`src/lhsm_pkg.sv`:
```
package lhsm_pkg;

   // op codes carried in req_tuser
   localparam logic OP_WRITE = 1'b0;
   localparam logic OP_EVAL  = 1'b1;

   // check kinds reported in rsp_tuser
   localparam logic [1:0] CHK_NONE   = 2'd0;
   localparam logic [1:0] CHK_SCAN   = 2'd1;
   localparam logic [1:0] CHK_WINDOW = 2'd2;

   localparam logic [15:0] RANGE_CAP_MM = 16'd6000;
   localparam logic [15:0] HALF_TURN    = 16'h8000;

   typedef struct packed {
      logic [15:0] speed_threshold;
      logic [15:0] near_distance;
      logic [15:0] flee_distance;
      logic [15:0] collision_angle;
      logic [15:0] window_angle;
   } cfg_type;

   typedef struct packed {
      logic               op;
      logic [8:0]         sample_index;
      logic [15:0]        range_mm;
      logic [15:0]        speed;
      logic signed [15:0] motion_angle;
      logic signed [15:0] target_angle;
   } req_item_type;

   typedef struct packed {
      logic       safe;
      logic [1:0] check_done;
   } rsp_item_type;

endpackage

```
`src/lhsm_ctrl.sv`:
```
module lhsm_ctrl #(
   parameter int SCAN_POINTS = 512,
   parameter int IW          = 9
) (
   input  logic                  clock,
   input  logic                  reset,
   input  lhsm_pkg::cfg_type     cfg,
   input  logic                  req_valid,
   output logic                  req_ready,
   input  lhsm_pkg::req_item_type req_item,
   output logic                  rsp_valid,
   input  logic                  rsp_ready,
   output lhsm_pkg::rsp_item_type rsp_item,
   output logic                  mem_wr_en,
   output logic [IW-1:0]         mem_wr_addr,
   output logic [15:0]           mem_wr_data,
   output logic                  mem_rd_en,
   output logic [IW-1:0]         mem_rd_addr,
   input  logic [15:0]           mem_rd_data
);

   import lhsm_pkg::*;

   localparam int CW = IW + 1;
   localparam int PW = 16 + CW;
   localparam int XW = (CW > 9) ? CW : 9;
   localparam logic [CW-1:0] N_C      = CW'(SCAN_POINTS);
   localparam logic [IW-1:0] LAST_POS = IW'(SCAN_POINTS - 1);
   localparam logic [XW-1:0] N_X      = XW'(SCAN_POINTS);

   typedef enum logic [4:0] {
      ST_IDLE   = 5'b00001,
      ST_DECIDE = 5'b00010,
      ST_WSETUP = 5'b00100,
      ST_WALK   = 5'b01000,
      ST_DONE   = 5'b10000
   } state_type;

   state_type    state_ff, state_in;
   logic [15:0]  speed_ff, speed_in;
   logic [15:0]  motion_ff, motion_in;
   logic [15:0]  target_ff, target_in;
   logic [1:0]   check_ff, check_in;
   logic         safe_flag_ff, safe_flag_in;
   logic [IW-1:0] centre_ff, centre_in;
   logic [CW-1:0] count_ff, count_in;
   logic [IW-1:0] pos_ff, pos_in;
   logic [CW-1:0] cnt_ff, cnt_in;
   logic         dv_ff, dv_in;
   logic [15:0]  min_ff, min_in;
   logic         fail_ff, fail_in;
   logic         rsp_valid_ff, rsp_valid_in;
   rsp_item_type rsp_item_ff, rsp_item_in;

   logic [XW-1:0] idx_ext;
   logic          idx_ok;
   logic [15:0]   diff;
   logic [15:0]   gap;
   logic          colliding;
   logic [PW-1:0] centre_prod;
   logic [PW-1:0] count_prod;
   logic [CW-1:0] start_raw;
   logic [CW-1:0] start_pos;
   logic [CW-1:0] start_next;
   logic [IW-1:0] first_pos;
   logic [IW-1:0] pos_next;
   logic          res_safe;

   // write address range check
   assign idx_ext = XW'(req_item.sample_index);
   assign idx_ok  = idx_ext < N_X;

   // wrapped angle gap, 0..half turn
   assign diff      = 16'(motion_ff - target_ff);
   assign gap       = (diff > HALF_TURN) ? 16'(~diff + 16'd1) : diff;
   assign colliding = {gap, 1'b0} < {1'b0, cfg.collision_angle};

   // window centre and length in sample positions
   assign centre_prod = PW'({~motion_ff[15], motion_ff[14:0]}) * PW'(N_C);
   assign count_prod  = PW'(cfg.window_angle) * PW'(N_C);

   // first sample after window start, wrapped
   assign start_raw  = {1'b0, centre_ff} - {1'b0, count_ff[CW-1:1]};
   assign start_pos  = start_raw[CW-1] ? CW'(start_raw + N_C) : start_raw;
   assign start_next = start_pos + CW'(1);
   assign first_pos  = (start_next == N_C) ? '0 : start_next[IW-1:0];

   assign pos_next = (pos_ff == LAST_POS) ? '0 : pos_ff + IW'(1);

   always_comb begin
      unique case (check_ff)
         CHK_SCAN:   res_safe = min_ff > cfg.flee_distance;
         CHK_WINDOW: res_safe = !fail_ff;
         default:    res_safe = safe_flag_ff;
      endcase
   end

   always_comb begin
      state_in     = state_ff;
      speed_in     = speed_ff;
      motion_in    = motion_ff;
      target_in    = target_ff;
      check_in     = check_ff;
      safe_flag_in = safe_flag_ff;
      centre_in    = centre_ff;
      count_in     = count_ff;
      pos_in       = pos_ff;
      cnt_in       = cnt_ff;
      dv_in        = dv_ff;
      min_in       = min_ff;
      fail_in      = fail_ff;
      rsp_valid_in = rsp_valid_ff;
      rsp_item_in  = rsp_item_ff;
      mem_wr_en    = 1'b0;
      mem_rd_en    = 1'b0;

      if (rsp_valid_ff && rsp_ready) begin
         rsp_valid_in = 1'b0;
      end

      unique case (state_ff)
         ST_IDLE: begin
            if (req_valid) begin
               if (req_item.op == OP_WRITE) begin
                  mem_wr_en = idx_ok;
               end else begin
                  speed_in  = req_item.speed;
                  motion_in = req_item.motion_angle;
                  target_in = req_item.target_angle;
                  state_in  = ST_DECIDE;
               end
            end
         end
         ST_DECIDE: begin
            centre_in = centre_prod[16+IW-1:16];
            count_in  = count_prod[PW-1:16];
            min_in    = RANGE_CAP_MM;
            fail_in   = 1'b0;
            dv_in     = 1'b0;
            priority if (speed_ff <= cfg.speed_threshold) begin
               check_in = CHK_NONE;
               state_in = ST_DONE;
            end else if (!safe_flag_ff) begin
               check_in = CHK_SCAN;
               pos_in   = '0;
               cnt_in   = N_C;
               state_in = ST_WALK;
            end else if (colliding) begin
               check_in = CHK_WINDOW;
               state_in = ST_WSETUP;
            end else begin
               check_in = CHK_NONE;
               state_in = ST_DONE;
            end
         end
         ST_WSETUP: begin
            pos_in   = first_pos;
            cnt_in   = count_ff;
            state_in = ST_WALK;
         end
         ST_WALK: begin
            // one read issued per cycle while samples remain, data compared in the next cycle
            if (cnt_ff != '0) begin
               mem_rd_en = 1'b1;
               pos_in    = pos_next;
               cnt_in    = cnt_ff - CW'(1);
            end
            dv_in = (cnt_ff != '0);
            if (dv_ff) begin
               if (mem_rd_data < min_ff) begin
                  min_in = mem_rd_data;
               end
               if (mem_rd_data < cfg.near_distance) begin
                  fail_in = 1'b1;
               end
            end
            if (cnt_ff == '0 && !dv_ff) begin
               state_in = ST_DONE;
            end
         end
         ST_DONE: begin
            if (!rsp_valid_ff || rsp_ready) begin
               rsp_valid_in           = 1'b1;
               rsp_item_in.safe       = res_safe;
               rsp_item_in.check_done = check_ff;
               safe_flag_in           = res_safe;
               state_in               = ST_IDLE;
            end
         end
         default: begin
            state_in = ST_IDLE;
         end
      endcase
   end

   always_ff @(posedge clock) begin
      if (reset) begin
         state_ff     <= ST_IDLE;
         check_ff     <= CHK_NONE;
         safe_flag_ff <= 1'b1;
         cnt_ff       <= '0;
         dv_ff        <= 1'b0;
         rsp_valid_ff <= 1'b0;
      end else begin
         state_ff     <= state_in;
         check_ff     <= check_in;
         safe_flag_ff <= safe_flag_in;
         cnt_ff       <= cnt_in;
         dv_ff        <= dv_in;
         rsp_valid_ff <= rsp_valid_in;
      end
   end

   always_ff @(posedge clock) begin
      speed_ff    <= speed_in;
      motion_ff   <= motion_in;
      target_ff   <= target_in;
      centre_ff   <= centre_in;
      count_ff    <= count_in;
      pos_ff      <= pos_in;
      min_ff      <= min_in;
      fail_ff     <= fail_in;
      rsp_item_ff <= rsp_item_in;
   end

   assign req_ready   = (state_ff == ST_IDLE);
   assign rsp_valid   = rsp_valid_ff;
   assign rsp_item    = rsp_item_ff;
   assign mem_wr_addr = idx_ext[IW-1:0];
   assign mem_wr_data = req_item.range_mm;
   assign mem_rd_addr = pos_ff;

endmodule

```
`config.mk`:
```
export PLATFORM = sky130hd
export DESIGN_NAME = lhsm_ctrl
export DESIGN_NICKNAME = d
export VERILOG_FILES = /design/src/lhsm_pkg.sv /design/src/lhsm_ctrl.sv
export SDC_FILE = /design/constraint.sdc
export NUM_CORES = 1
export LEC_CHECK = 0
export BUFFER_PORTS_ARGS = -buffer_cell sky130_fd_sc_hd__buf_4
export CAP_MARGIN = 20
export CELL_PAD_IN_SITES_DETAIL_PLACEMENT = 0
export CELL_PAD_IN_SITES_GLOBAL_PLACEMENT = 1
export CORE_ASPECT_RATIO = 0.8
export CORE_MARGIN = 2
export CORE_UTILIZATION = 37
export CTS_CLUSTER_DIAMETER = 200
export DETAILED_ROUTE_END_ITERATION = 10
export PLACE_DENSITY_LB_ADDON = 0.2
export SYNTH_ARGS = -nofsm -noshare
export SYNTH_HDL_FRONTEND = slang
export SYNTH_SLANG_ARGS = --single-unit
```
`constraint.sdc`:
```
create_clock -name clock -period 4.8 [get_ports clock]
set_input_delay 0.96 -clock clock [delete_from_list [all_inputs] [get_ports clock]]
set_output_delay 0.96 -clock clock [all_outputs]
set_load 0.02 [all_outputs]
```
==> impl_results.md <==
* Cell area after synthesis at 8240 µm²
* Proportion of layout cells with a drive suffix above 1 at 26.0%
* Arrival time at the worst endpoint at between 5 and 6 ns
* Hold buffer count at cts at 0
* Least-Margin Pin Slew at 0.813 ns
* DPL Wire Length at 15000 µm
* Wire length of the first global-routing pass at roughly 31000 µm
* Crit path capture type: flop
* Die Footprint at 23500 µm²
* Hold/Removal Path Class: flop to flop
* Post-layout net count at 1300
* Status: finished, final reports clean
* Area share of the leading cell type in the synthesized netlist at 34.6%
* DP Cell Count at 1290
* Longest individual stage delay on the worst path at 0.44 ns
* Number of flip-flops and latches in the synthesized netlist at 115
* Library cells used by synthesis at 67
* Worst R2R Path Depth at 20
* Final weighted congestion in routability-driven placement at 0.828
* Worst setup timing slack at the placement stage at -0.360 ns
* Period Utilization, post-route at 99.7%
* Detailed-route vias per instance at 4.85
* Number of synthesized flops with an enable pin at 95
* Die Y-Extent at 138 µm
* Min cycle time layout at 4.79 ns
* Number of standard cells in the final layout excluding fillers at about 1300
* Sequential cell area in the final layout at around 3300 µm²
* Syn. warnings at 0
* Leakage power at around 4.8 nW
* Register area share after synthesis at 39.5%
* Power per unit of standard cell area at 285 nW/µm²
* Starting Density at 37.9%
* Post-synth top area cell: edfxtp_1
* Reg2Reg Launch Point: motion_ff[0]
* DR vias at 6447
* Longest Clk Path Bufs at 2
* Critical path required time at about 5.1 ns
* Max-slew violations at 0
* Multi-input gate area at 4380 µm²
* Cell types with the largest area share after synthesis: edfxtp_1 (35%), ha_1 (16%), inv_1 (5.9%)
* Count of max-cap constraint violations at 0
* Final Hold Viols at 0
* Max rail drop VDD at 0.000233 V
* Inserted Diodes at 0
* Area delta synth->final at 28.2%
* Critical hold path startpoint: motion_ff[13]
* Highest attainable clock frequency at 209 MHz
* Critical-path top delay cell: or3b_4
* Number of cells on the worst hold path at 0
* Clock tree from TritonCTS: done
* Clock input transition at the sequential cells of the worst setup and hold paths at ~0.060 ns
* Crit path top cell by count: a211oi_2
* Count of unresolved DRC violations after routing at 0
* Die X-Extent at 171 µm
* Skew-Pair Late Insertion Delay at 0.42 ns
* Unrepaired setup endpoints after global routing: yes
* Dominant delay contributor by cell family on the critical path: compound AO/OA/AOI/OAI gates
* # rows at between 40 and 50
* Iteration count of the initial detailed-routing pass at 5
* Remaining Overflow, GRT at 0
* Clock root cell: clkbuf_16
* Remaining antenna violation count after routing at 0
* Critical-path maximum fanout at 5
* Antenna violations before repair at 0
* Placeable core region at 21700 µm²
* H-Tree Level Count at 4
* Cells after Synth at 838
* Critical path, cell by cell: inv_2, ha_4, inv_2, fa_2, a211oi_2, o31a_1, a211oi_2, a311oi_2, xor2_1, or3b_4, o21ai_4, mux2_4, ha_4, o21ai_2, nand2b_1, a211oi_2, o31ai_2, a2111oi_2, o31ai_2, o31a_1
* WP buf/inv at 2
* Category of the worst setup path launch point: flop
* CTS buffer count at 17
* Routed WL per cell at about 14 µm
* Type of the worst setup path: flop to flop
* Minimum setup slack among reg-to-reg paths at 0.01 ns
* Synthesized net count at between 1000 and 1500
* Clock tree sinks at approximately 120
* Wire length reported by the detailed router at 19200 µm
* Worst Hold Path EP: centre_ff[6]
* Setup violation total in the final timing report at 0
* Detailed Route Iter0 Violations at slightly below 400
* Overall track demand over capacity in global routing at 17.0%
* Endpoint of the worst-slack reg-to-reg timing path: state_ff[4]
* Worst path setup slack after routing at 0.0143 ns
* Post-route clock skew at 0.0121 ns
* Fillcell total at 2123
* Average cell area after synthesis at 9.84 µm²
* FFs w/ async S/R, synth at 0%
* Most common flop cell mapped by yosys: edfxtp_1
* Max_slew headroom at 45.4%
* Number of global-route vias before repair at ~6200
* Largest net degree at the start of global routing at 50
* Count of buffers from port buffering at 157
* Top Ports at 215
-- cell families after synthesis --
| logic type | after synthesis | share of synthesized area, % |
|---|---|---|
| compound gates | 205 | 17.3 |
| simple gates | 191 | 12.4 |
| buf+inv | 171 | 9.03 |
| flops | 115 | 39.5 |
| fa+ha+maj | 110 | 16.9 |
| xor+xnor | 45 | 4.78 |
| mux | 1 | 0.137 |
-- worst register-to-register path, cell delays in order, from the launching register on --
cell and delay (ns):
edfxtp_1 0.37, inv_2 0.09, ha_4 0.12, inv_2 0.03, fa_2 0.39, a211oi_2 0.27, o31a_1 0.33, a211oi_2 0.13
a311oi_2 0.28, xor2_1 0.20, or3b_4 0.44, o21ai_4 0.18, mux2_4 0.33, ha_4 0.21, o21ai_2 0.05, nand2b_1 0.08
a211oi_2 0.26, o31ai_2 0.10, a2111oi_2 0.40, o31ai_2 0.16, o31a_1 0.26
-- power breakdown --
| group | internal, mW | leakage (nW) | total, mW | switching, mW |
|---|---|---|---|---|
| combinational | 0.349 | 3.54 | 0.679 | 0.329 |
| sequential | 1.11 | 1.02 | 1.12 | 0.0136 |
| clock | 0.714 | 0.276 | 1.21 | 0.494 |
| total | 2.17 | 4.84 | 3.01 | 0.838 |
-- cell usage in the layout, fill, tap and decap left out, drive strengths merged, types with 8 or more instances in the layout --
master   netlist  layout
buf           26     201
inv          129     133
ha           108     108
edfxtp        95      95
a21oi         47      47
nor2          41      41
a21o          35      35
nand2         31      31
o21ai         28      28
xnor2         23      23
xor2          22      22
dfxtp         20      20
nand3         17      17
nand2b        17      17
clkbuf        16      17
and2          13      13
nor3          13      13
nand4         12      12
a211oi        12      12
a2111oi       11      11
o21a          10      10
nor2b          9       9
o22ai          9       9
clkinv         0       9
o211ai         8       8
-- what timing repair did --
| action | 4_1_cts | 5_1_grt |
|---|---|---|
| resized for setup | 10 | 15 |
| setup buffers | 3 | 4 |
| endpoints found under the setup margin | 3 | 3 |
| pin swaps | 9 | 23 |
-- routing by layer --
metal  track usage [%]  up-vias  share of wire (%)
li1                  -     3356                  -
met1              23.7     2936                 49
met2              26.7      142                 45
met3              4.14       13                5.2
met4              4.00        0               0.85
met5                 0        -                  0
-- metrics by stage --
step	area (µm²)	total power, mW	hold WS, ns	util (%)	TNS (ns)
2_1_floorplan	8240	1.56	0.431	-	0
3_3_place_gp	9840	1.76	0.445	45.3	-0.780
3_5_place_dp	9840	1.77	0.460	45.3	-0.884
4_1_cts	10500	3.03	0.474	48.1	0
5_1_grt	10600	3.18	0.494	48.6	-0.798
6_report	10600	3.01	0.467	48.6	0
-- final cells by class --
cell class | instances | share of cell area [%]
timing repair buffer | 201 | 14.4
clock inverter | 15 | 1.24
multi-input combinational | 552 | 41.4
sequential | 115 | 30.8
clock buffer | 17 | 4.02
tap | 300 | 3.55
inverter | 129 | 4.58
-- how the worst max path moves through the flow --
stage                       from           to  depth (start not counted)
floorplan           motion_ff[0]  state_ff[4]                         20
global placement    motion_ff[0]  state_ff[4]                         21
detailed placement  motion_ff[0]  state_ff[4]                         21
CTS                 target_ff[0]  state_ff[4]                         19
global route        motion_ff[0]  state_ff[4]                         20
finish              motion_ff[0]  state_ff[4]                         20
-- registers in the layout (all words and copies together), names as in the netlist --
register and flops:
centre_ff 9, check_ff 2, cnt_ff 10, count_ff 9, dv_ff 1, fail_ff 1, mem_rd_addr 9, min_ff 16
motion_ff 16, rsp_item 3, rsp_valid 1, safe_flag_ff 1, speed_ff 16, state_ff 5, target_ff 16
-- cells in the mapped netlist (4+ instances only) --
library cell  instances
nor2b_1               9
nor3b_1               4
or2_2                 6
o31a_1                4
o21ai_1               4
nor3_1               12
inv_1               129
nor2_1               41
dfxtp_1              20
edfxtp_1             95
nor4_1                5
or3_1                 6
a21o_1               35
nand3_1              17
xor2_1               22
nand4_1              12
ha_1                108
a2111oi_0            10
xnor2_1              23
a211oi_1             11
a21oi_1              46
and2_1               13
o21ai_0              24
nand2b_1             17
clkbuf_1             15
nand2_1              31
buf_4                25
o22ai_1               9
o2111ai_1             4
o211ai_1              7
a22oi_1               5
and3_1                6
o21a_1               10
o31ai_1               6
(Power assumes the default switching activity.)
